--- src/rtl/core/dar_pkg.sv ---
// Shared types and codes for the device address registry.
package dar_pkg;

    localparam logic [1:0] ACT_REGISTER   = 2'd0;
    localparam logic [1:0] ACT_UNREGISTER = 2'd1;
    localparam logic [1:0] ACT_FIND       = 2'd2;

    localparam logic [1:0] KIND_PCI = 2'd0;

    typedef struct packed {
        logic [1:0]  action;
        logic [1:0]  addr_type;
        logic [15:0] pci_domain;
        logic [7:0]  pci_bus;
        logic [4:0]  pci_device;
        logic [2:0]  pci_function;
        logic        handler_given;
        logic [5:0]  slot_in;
    } t_in_word;

    typedef struct packed {
        logic       status;
        logic [5:0] slot_out;
        logic [6:0] live_count;
    } t_out_word;

    typedef struct packed {
        logic        valid;
        logic [1:0]  kind;
        logic [15:0] domain;
        logic [7:0]  bus;
        logic [4:0]  devnum;
        logic [2:0]  func;
    } t_entry;

    typedef struct packed {
        logic clear;
        logic load;
        logic step;
        logic commit;
    } t_cmd;

    typedef struct packed {
        logic idx_last;
        logic single;
        logic go_scan;
        logic go_probe;
        logic out_free;
    } t_stat;

endpackage

--- src/rtl/core/dar_ctrl.sv ---
// Sequencing state machine for the device address registry.
module dar_ctrl (
    input  logic           i_clk,
    input  logic           i_rst_n,
    input  logic           i_in_valid,
    output logic           o_in_ready,
    input  dar_pkg::t_stat i_stat,
    output dar_pkg::t_cmd  o_cmd
);
    import dar_pkg::*;

    localparam logic [2:0] S_CLEAR  = 3'd0;
    localparam logic [2:0] S_IDLE   = 3'd1;
    localparam logic [2:0] S_SCAN   = 3'd2;
    localparam logic [2:0] S_WAIT   = 3'd3;
    localparam logic [2:0] S_COMMIT = 3'd4;

    logic [2:0] r_state;
    logic [2:0] n_state;

    always_comb begin
        n_state    = r_state;
        o_in_ready = 1'b0;
        o_cmd      = '0;
        unique case (r_state)
            S_CLEAR: begin
                o_cmd.clear = 1'b1;
                if (i_stat.idx_last) begin
                    n_state = S_IDLE;
                end
            end
            S_IDLE: begin
                o_in_ready = 1'b1;
                if (i_in_valid) begin
                    o_cmd.load = 1'b1;
                    n_state = (i_stat.go_scan || i_stat.go_probe) ? S_SCAN : S_COMMIT;
                end
            end
            S_SCAN: begin
                o_cmd.step = 1'b1;
                if (i_stat.single || i_stat.idx_last) begin
                    n_state = S_WAIT;
                end
            end
            S_WAIT: begin
                n_state = S_COMMIT;
            end
            S_COMMIT: begin
                if (i_stat.out_free) begin
                    o_cmd.commit = 1'b1;
                    n_state = S_IDLE;
                end
            end
            default: begin
                n_state = S_CLEAR;
            end
        endcase
    end

    always_ff @(posedge i_clk) begin
        if (!i_rst_n) begin
            r_state <= S_CLEAR;
        end else begin
            r_state <= n_state;
        end
    end

endmodule

--- src/rtl/core/dar_datapath.sv ---
// Slot memory, scan compare, occupancy count and result register.
module dar_datapath #(
    parameter int ENTRIES = 64
) (
    input  logic               i_clk,
    input  logic               i_rst_n,
    input  dar_pkg::t_cmd      i_cmd,
    output dar_pkg::t_stat     o_stat,
    input  dar_pkg::t_in_word  i_in_word,
    output dar_pkg::t_out_word o_out_word,
    output logic               o_out_valid,
    input  logic               i_out_ready
);
    import dar_pkg::*;

    localparam int IW = (ENTRIES > 1) ? $clog2(ENTRIES) : 1;
    localparam int CW = $clog2(ENTRIES + 1);

    t_entry          r_mem [ENTRIES];
    t_entry          r_rd_data;
    logic            r_rd_vld;
    logic [IW-1:0]   r_rd_idx;
    logic [IW-1:0]   r_idx;
    logic            r_hit;
    logic [IW-1:0]   r_hit_idx;
    logic            r_free;
    logic [IW-1:0]   r_free_idx;
    logic            r_range_ok;
    t_in_word        r_req;
    logic [CW-1:0]   r_count;
    logic [CW-1:0]   n_count;
    t_out_word       r_out;
    logic            r_out_valid;

    logic            in_range;
    logic            rd_match;
    logic [IW-1:0]   unreg_idx;
    logic            ok;
    logic [IW-1:0]   slot;
    logic            wr_en;
    logic [IW-1:0]   wr_addr;
    t_entry          wr_data;

    assign in_range  = (32'(i_in_word.slot_in) < ENTRIES);
    assign unreg_idx = IW'(r_req.slot_in);

    assign rd_match = r_rd_data.valid && (r_rd_data.kind == r_req.addr_type) &&
                      ((r_req.addr_type != KIND_PCI) ||
                       ((r_rd_data.domain == r_req.pci_domain) &&
                        (r_rd_data.bus == r_req.pci_bus) &&
                        (r_rd_data.devnum == r_req.pci_device) &&
                        (r_rd_data.func == r_req.pci_function)));

    always_comb begin
        ok      = 1'b0;
        slot    = '0;
        wr_en   = 1'b0;
        wr_addr = r_idx;
        wr_data = '0;
        n_count = r_count;
        if (i_cmd.clear) begin
            wr_en = 1'b1;
        end else if (i_cmd.commit) begin
            unique case (r_req.action)
                ACT_REGISTER: begin
                    if (r_req.handler_given && !r_hit && r_free) begin
                        ok             = 1'b1;
                        slot           = r_free_idx;
                        wr_en          = 1'b1;
                        wr_addr        = r_free_idx;
                        wr_data.valid  = 1'b1;
                        wr_data.kind   = r_req.addr_type;
                        wr_data.domain = r_req.pci_domain;
                        wr_data.bus    = r_req.pci_bus;
                        wr_data.devnum = r_req.pci_device;
                        wr_data.func   = r_req.pci_function;
                        n_count        = r_count + CW'(1);
                    end
                end
                ACT_UNREGISTER: begin
                    if (r_range_ok && !r_free) begin
                        ok      = 1'b1;
                        slot    = unreg_idx;
                        wr_en   = 1'b1;
                        wr_addr = unreg_idx;
                        n_count = r_count - CW'(1);
                    end
                end
                ACT_FIND: begin
                    if (r_hit) begin
                        ok   = 1'b1;
                        slot = r_hit_idx;
                    end
                end
                default: begin
                    ok = 1'b0;
                end
            endcase
        end
    end

    always_ff @(posedge i_clk) begin
        if (wr_en) begin
            r_mem[wr_addr] <= wr_data;
        end
        if (i_cmd.step) begin
            r_rd_data <= r_mem[r_idx];
            r_rd_idx  <= r_idx;
        end
    end

    always_ff @(posedge i_clk) begin
        if (i_cmd.load) begin
            r_req <= i_in_word;
        end
        if (r_rd_vld && rd_match && !r_hit) begin
            r_hit_idx <= r_rd_idx;
        end
        if (r_rd_vld && !r_rd_data.valid && !r_free) begin
            r_free_idx <= r_rd_idx;
        end
        if (i_cmd.commit) begin
            r_out.status     <= !ok;
            r_out.slot_out   <= 6'(slot);
            r_out.live_count <= 7'(n_count);
        end
    end

    always_ff @(posedge i_clk) begin
        if (!i_rst_n) begin
            r_idx       <= '0;
            r_rd_vld    <= 1'b0;
            r_hit       <= 1'b0;
            r_free      <= 1'b0;
            r_range_ok  <= 1'b0;
            r_count     <= '0;
            r_out_valid <= 1'b0;
        end else begin
            r_rd_vld <= i_cmd.step;
            if (r_rd_vld && rd_match) begin
                r_hit <= 1'b1;
            end
            if (r_rd_vld && !r_rd_data.valid) begin
                r_free <= 1'b1;
            end
            if (i_cmd.load) begin
                r_idx      <= (i_in_word.action == ACT_UNREGISTER && in_range) ?
                              IW'(i_in_word.slot_in) : '0;
                r_hit      <= 1'b0;
                r_free     <= 1'b0;
                r_range_ok <= in_range;
            end else if (i_cmd.step || i_cmd.clear) begin
                r_idx <= r_idx + 1'b1;
            end
            r_count <= n_count;
            if (i_cmd.commit) begin
                r_out_valid <= 1'b1;
            end else if (i_out_ready) begin
                r_out_valid <= 1'b0;
            end
        end
    end

    assign o_stat.idx_last = (r_idx == IW'(ENTRIES - 1));
    assign o_stat.single   = (r_req.action == ACT_UNREGISTER);
    assign o_stat.go_scan  = (i_in_word.action == ACT_REGISTER) ||
                             (i_in_word.action == ACT_FIND);
    assign o_stat.go_probe = (i_in_word.action == ACT_UNREGISTER) && in_range;
    assign o_stat.out_free = !r_out_valid || i_out_ready;

    assign o_out_word  = r_out;
    assign o_out_valid = r_out_valid;

endmodule

--- src/rtl/core/device_address_registry.sv ---
// Top level of the device address registry.
//
// The input channel takes one request word (register, unregister or find an
// address) and the output channel returns one result word per request with
// status, slot and the number of live slots.
// A register or find request reads every slot of the memory once, one slot
// per cycle. An unregister request with an in-range slot reads that one
// slot; an out-of-range unregister or a request with an undefined action
// reads no slot.
// The memory has a single read port, and one request is in work at a
// time.
// After reset the block sweeps every slot of the memory to clear the
// valid marks and accepts no word during that sweep.
// The result sits in an output register, so the next request is accepted
// while a result waits; a stalled receiver only holds back the finish of
// that next request.
module device_address_registry #(
    parameter int ENTRIES = 64
) (
    input  logic               i_clk,
    input  logic               i_rst_n,
    input  dar_pkg::t_in_word  i_in_word,
    input  logic               i_in_valid,
    output logic               o_in_ready,
    output dar_pkg::t_out_word o_out_word,
    output logic               o_out_valid,
    input  logic               i_out_ready
);
    import dar_pkg::*;

    t_cmd  cmd;
    t_stat stat;

    dar_ctrl u_ctrl (
        .i_clk      (i_clk),
        .i_rst_n    (i_rst_n),
        .i_in_valid (i_in_valid),
        .o_in_ready (o_in_ready),
        .i_stat     (stat),
        .o_cmd      (cmd)
    );

    dar_datapath #(
        .ENTRIES (ENTRIES)
    ) u_datapath (
        .i_clk       (i_clk),
        .i_rst_n     (i_rst_n),
        .i_cmd       (cmd),
        .o_stat      (stat),
        .i_in_word   (i_in_word),
        .o_out_word  (o_out_word),
        .o_out_valid (o_out_valid),
        .i_out_ready (i_out_ready)
    );

endmodule

--- config.mk ---
export PLATFORM = sky130hd
export DESIGN_NAME = device_address_registry
export DESIGN_NICKNAME = d
export VERILOG_FILES = /design/src/rtl/core/dar_pkg.sv /design/src/rtl/core/dar_ctrl.sv /design/src/rtl/core/dar_datapath.sv /design/src/rtl/core/device_address_registry.sv
export SDC_FILE = /design/constraint.sdc
export NUM_CORES = 2
export LEC_CHECK = 0
export BUFFER_PORTS_ARGS = -buffer_cell sky130_fd_sc_hd__buf_2
export CAP_MARGIN = 0
export CORE_ASPECT_RATIO = 0.6
export CORE_MARGIN = 2
export CORE_UTILIZATION = 40
export CTS_CLUSTER_DIAMETER = 150
export CTS_CLUSTER_SIZE = 40
export DETAILED_ROUTE_END_ITERATION = 8
export GPL_TIMING_DRIVEN = 0
export RECOVER_POWER = 25
export SYNTH_ARGS = -nofsm -noshare
export SYNTH_HDL_FRONTEND = slang
export SYNTH_SLANG_ARGS = --single-unit
--- constraint.sdc ---
create_clock -name i_clk -period 11.85 [get_ports i_clk]
set_clock_uncertainty 0.2 [all_clocks]
set_input_delay 2.37 -clock i_clk [delete_from_list [all_inputs] [get_ports i_clk]]
set_output_delay 2.37 -clock i_clk [all_outputs]
set_load 0.02 [all_outputs]
* Word level (Yosys, flattened, before mapping)
Memory sizes are Yosys's and may differ from the RTL's. A register that Yosys moved wholly into a read port is not among the register bits. Index checks and enable logic that the tools add are counted. Widths: inputs -> output; s select.
Word-level totals: bits in registers 96, bits in latches 0, bits in writable memories 2240, memory bits (read-only) 0, input bits 47, output and inout bits 16, word-level logic and storage cells 123, memories kept 1
Memories:
- u_datapath.r_mem | depth 64, width 35, rd ports 1, clocked after memory_dff 1, wr ports 1, line dar_datapath.sv:19 | t_entry r_mem [ENTRIES];
Cells by class: add/sub/neg operators 3, multiply operators 0, divide/modulo/power cells 0, magnitude comparators 0, equality and inequality tests 18, shifts and indexed selects 0, mux-type cells 47, bitwise gates (word level) 1, reductions and logical operators 31
Operator list (count):
- $mux 35 | 4
- $mux 6 | 10
- $mux 7 | 4
- $mux 1 | 18
- $pmux 6 s3 | 1
- $eq 16x16->1 | 1
- $mux 3 | 5
- $pmux 3 s5 | 1
- $pmux 7 s2 | 1
- $logic_and 1x1->1 | 12
- $pmux 6 s2 | 1
- $eq 8x8->1 | 1
- $add 7x1->7 const B | 1
- $sub 7x1->7 const B | 1
- $add 6x1->6 const B | 1
- $eq 3x2->1 const B | 2
- $eq 6x6->1 const B | 1
- $logic_or 1x1->1 | 6
- $reduce_bool 2->1 | 3
- $eq 5x5->1 | 1
- $logic_not 1->1 | 5
- $eq 2x1->1 const B | 2
- $eq 2x2->1 const B | 2
- $logic_not 2->1 | 2
- 12 further kinds | 14

* Longest topological paths before layout
word-level depth 9, depth in mapped cells 11, depth with buffers taken out 7

* Modules after synthesis
Synthesis repeated with hierarchy kept, for this count alone.
Second synthesis, totals: cell total of the unflattened synthesis 4163, area, all modules 91472.7 µm²
Modules (own cells, without submodules):
- dar_datapath | times used 1, cells each 4140, area an instance 91266.3 µm², seq. area each 70928.0 µm²
- dar_ctrl | times used 1, cells each 23, area an instance 206.4 µm², seq. area each 60.1 µm²

* Worst setup path before layout
Ideal clock, no wire load.
kind in2reg, from input port i_out_ready, to memory u_datapath.r_mem[35][0] (netlist name) (enable), setup time 471 ps, data arrival time 6086 ps, data required time 11179 ps, slack 5094 ps, stages 8, path buffers 2, path through nand2b_1 nand4b_2 or2_1 buf_2 buf_4 o21ai_1 nand4_2 nor3_1
On the way: cells in the longest elaborated chain, start to end 7, elaborated cells between the ends (all ways) 9, those cells by class mux: 8; reduce/logical: 1
RTL lines:
- start, declared | line device_address_registry.sv:27 | input logic i_out_ready
- $logic_or 1x1->1 (*) | line dar_datapath.sv:169 | assign o_stat.out_free = !r_out_valid || i_out_ready;
- $mux 1 (*) | line dar_ctrl.sv:49 | if (i_stat.out_free) begin
- $mux 1 (*) | line dar_ctrl.sv:25 | unique case (r_state)
- $mux 1 | line dar_datapath.sv:63 | end else if (i_cmd.commit) begin
- $mux 1 | line dar_datapath.sv:61 | if (i_cmd.clear) begin
- $mux 1 | line dar_datapath.sv:103 | if (wr_en) begin
- $mux 1 (implied by the code) | line dar_datapath.sv:104 | r_mem[wr_addr] <= wr_data;
- end, declared | line dar_datapath.sv:19
Mark *: on every way between the ends. The rest lies on a longest branch, timed or not.

* Final worst setup path
from register u_datapath.r_idx[1], to memory u_datapath.r_mem[31][19] (netlist name) (enable)
On the way: cells in the longest elaborated chain, start to end 4, elaborated cells between the ends (all ways) 5, those cells by class mux: 5
RTL lines:
- start, declared | line dar_datapath.sv:23 | logic [IW-1:0] r_idx;
- start signal, assigned | line dar_datapath.sv:147 | r_idx <= (i_in_word.action == ACT_UNREGISTER && in_range) ?
- start signal, assigned | line dar_datapath.sv:153 | r_idx <= r_idx + 1'b1;
- $mux 6 (on tied branches) | line dar_datapath.sv:81, dar_datapath.sv:66
- $pmux 6 s2 | line dar_datapath.sv:64 | unique case (r_req.action)
- $mux 6 | line dar_datapath.sv:63
- $mux 6 (*) | line dar_datapath.sv:61
Marks and branches as above.

==> results.yml <==
sta:
  hold-worst-slack_ps: 255
  final_hold_viol_count: 0
  finalSetupTns_ps: 0
  slew_violations: 929
  rsz0062_at_grt: "false"
  finalCritPeriodShare_pct: 76.4
  finalSetupViolCount: 0
  worst_pin_slew_ps: 2740
  min_period_ps: 9060
  max_freq_ghz: 0.110
  slew_headroom_pct: -83.5
logic_synthesis:
  synth_most_common_cell: "edfxtp_1"
  synth_edf_count: 2350
  synth_top_area_cell: "edfxtp_1"
  ys_seq_area_share_pct: 78.0
  syn_inst: 4049
  synthTopCellsByCount: "edfxtp_1, mux4_2, mux2i_1, nor2_1, clkbuf_1"
  syn-num-nets: 4099
  synth.avg_cell_area_um2: 22.5
  ys_warn_count: 0
  synthFlopType: "edfxtp_1"
  ys_ff_latch: 2371
  postSynth.asyncResetShare_pct: 0
  netlist_area_um2: 91000
  synth_top_area_share_pct: 77.5
  synth_area_leaders: "edfxtp_1, mux4_2, mux2i_1, nor2_1, dfxtp_1"
  yosysUniqueCellTypes: 66
setup_path:
  reg2reg_from: "u_datapath.r_idx[1]"
  cp.arrival_ps: 9190
  crit_type: "reg -> reg"
  required_ps: 11980
  reg2reg_depth: 10
  critPathLaunchType: "flip-flop"
  cp-end-kind: "flip-flop"
  crit_fanout: 19
  r2r_slack_ps: 2790
  r2r-end: "u_datapath.r_mem[31][19]"
clock_network:
  post_cts_buffers: 0
  cts.sinks: 2371
  cts_resized: 0
  path_clk_slew_ps: 150
  root_buffer: "clkbuf_16"
  cts_buffers: 69
  cts_buffer_depth: 3
  htree_levels: 3
  cts_tree: "yes"
  cts_hold_buf: 0
  worst_skew_pair.late_latency_ps: 760
floorplan:
  dieWidth_um: 620
  coreArea_um2: 226000
  initial_core_util_pct: 40.3
  die_area_um2: 231000
  ioPinCount: 63
  die_h_um: 373
  rows: 135
route:
  wire_per_inst_um: 38.2
  num_vias: 46217
  drt_wl_total_mm: 282
  dr.pass1.iters: 8
  postRouteAntennaNets: 0
  drt-initial-drc-count: 9381
  viasPerCell: 6.27
  route.detailed.drc: 0
placed_design:
  gp_congestion: 0.932
  dp_cells: 7264
  place_hpwl_mm: 193
  placed_cell_area_um2: 98000
  io_buffers: 61
final_layout:
  stdcell_count: 7375
  layout-drive-gt1-share_pct: 22.3
  fin_area_um2: 99300
  finalNetCount: 4372
  area_delta_synth_final_pct: 9.09
worst_hold_path:
  hold_path_depth: 0
  hold_class: "reg -> reg"
  hold-path-endpoint: "u_datapath.r_rd_idx[4]"
  hold_path.startpoint: "u_datapath.r_idx[4]"
pwr:
  power_density_nw_per_um2: 159
  peakVddDrop_v: 0.000117
  p_leak_nw: 24.5
grt:
  antenna_found_initial: 21
  overflow: 0
  grt_pass1_vias: 42719
  grt_max_degree: 65
  grt_usage_pct: 24.0
  grt_pass1_wl_mm: 376
run_status:
  status: "finished with violations"
  violations: "max-capacitance violations, max-slew violations"
run:
  drv_cap: 46
## final cells by class
| class | count | area, um^2 |
|---|---|---|
| fill | 19040 | 127000 |
| antenna | 10 | 25.0 |
| multi-input combinational | 1458 | 19100 |
| sequential | 2371 | 71000 |
| buffer | 209 | 1120 |
| timing repair buffer | 202 | 2280 |
| clock buffer | 99 | 1920 |
| inverter | 11 | 41.3 |
| clock inverter | 1 | 30.0 |
| tap | 3014 | 3770 |
## worst max-delay path by stage
stage                   startpoint                       end  slack [ps]  cells after the start
6_report       u_datapath.r_idx[1]  u_datapath.r_mem[31][19]        2790                     10
5_1_grt        u_datapath.r_idx[1]  u_datapath.r_mem[38][17]        2870                      9
4_1_cts                i_out_ready  u_datapath.r_mem[38][30]        5920                      9
3_5_place_dp           i_out_ready   u_datapath.r_mem[0][30]        5120                      9
3_3_place_gp           i_out_ready  u_datapath.r_mem[35][11]        -310                      9
2_1_floorplan          i_out_ready   u_datapath.r_mem[35][0]        5090                      8
## critical path, stage by stage, from the launching register on
cell	delay, ps
dfxtp_1	380
clkbuf_1	780
clkbuf_1	740
clkbuf_1	900
clkbuf_1	690
clkbuf_1	880
a21o_1	380
nand3_1	500
nor2_1	270
clkbuf_1	1410
clkbuf_1	1400
## cell usage in the layout, fill, tap and decap left out, drive strengths merged, types with 15 or more instances in the layout
| cell | count |
|---|---|
| a2111oi | 15 |
| a21oi | 61 |
| a221oi | 21 |
| a22oi | 30 |
| and2 | 48 |
| buf | 262 |
| clkbuf | 248 |
| dfxtp | 21 |
| edfxtp | 2350 |
| mux2i | 199 |
| mux4 | 563 |
| nand2 | 65 |
| nand3 | 28 |
| nor2 | 115 |
| o21ai | 68 |
| o22ai | 36 |
| xor2 | 39 |
## state kept, by name (all words and copies together), names as in the netlist
register                count
u_datapath.r_req           37
u_datapath.r_range_ok       1
u_datapath.unreg_idx        6
u_datapath.r_rd_vld         1
u_ctrl.r_state              3
u_datapath.r_free           1
u_datapath.o_out_word      14
u_datapath.r_rd_idx         6
u_datapath.r_mem         2240
u_datapath.r_count          7
u_datapath.r_rd_data       35
u_datapath.r_idx            6
u_datapath.r_hit            1
u_datapath.o_out_valid      1
u_datapath.r_free_idx       6
u_datapath.r_hit_idx        6
## metrics by stage
step / utilization, % / power (mW) / setup WS, ps
6_report: 43.9 / 15.8 / 2790
5_1_grt: 43.9 / 16.1 / 2870
4_1_cts: 44.2 / 15.8 / 5920
3_5_place_dp: 43.4 / 12.4 / 5120
3_3_place_gp: 42.1 / 12.3 / -305
2_1_floorplan: - / 11.0 / 5090
## where the power goes
part           total [mW]  internal, mW  switching (mW)
registers            9.40          9.34          0.0553
logic                2.83         0.890            1.94
clock network        3.57          1.16            2.41
## cells by family (layout without fill, tap and decap cells)
| logic type | count (synthesis) | in the layout | synth area share [%] |
|---|---|---|---|
| adder cells (fa/ha/maj) | 3 | 3 | 0.0412 |
| multiplexers | 767 | 767 | 16.2 |
| flip-flops | 2371 | 2371 | 78.0 |
| AO/OA/AOI/OAI | 316 | 316 | 2.30 |
| other | 0 | 10 | 0 |
| AND/OR/NAND/NOR | 331 | 331 | 1.79 |
| buffers and inverters | 220 | 522 | 1.29 |
| XOR/XNOR | 41 | 41 | 0.395 |
## layer usage
layer	GRT usage, %	share of wire [%]	wire, um
met1	37.4	42	119000
met2	31.3	40	112000
met3	9.25	15	43200
met4	5.62	2.8	7800
met5	0	0.027	76
(Power assumes the default switching activity.)
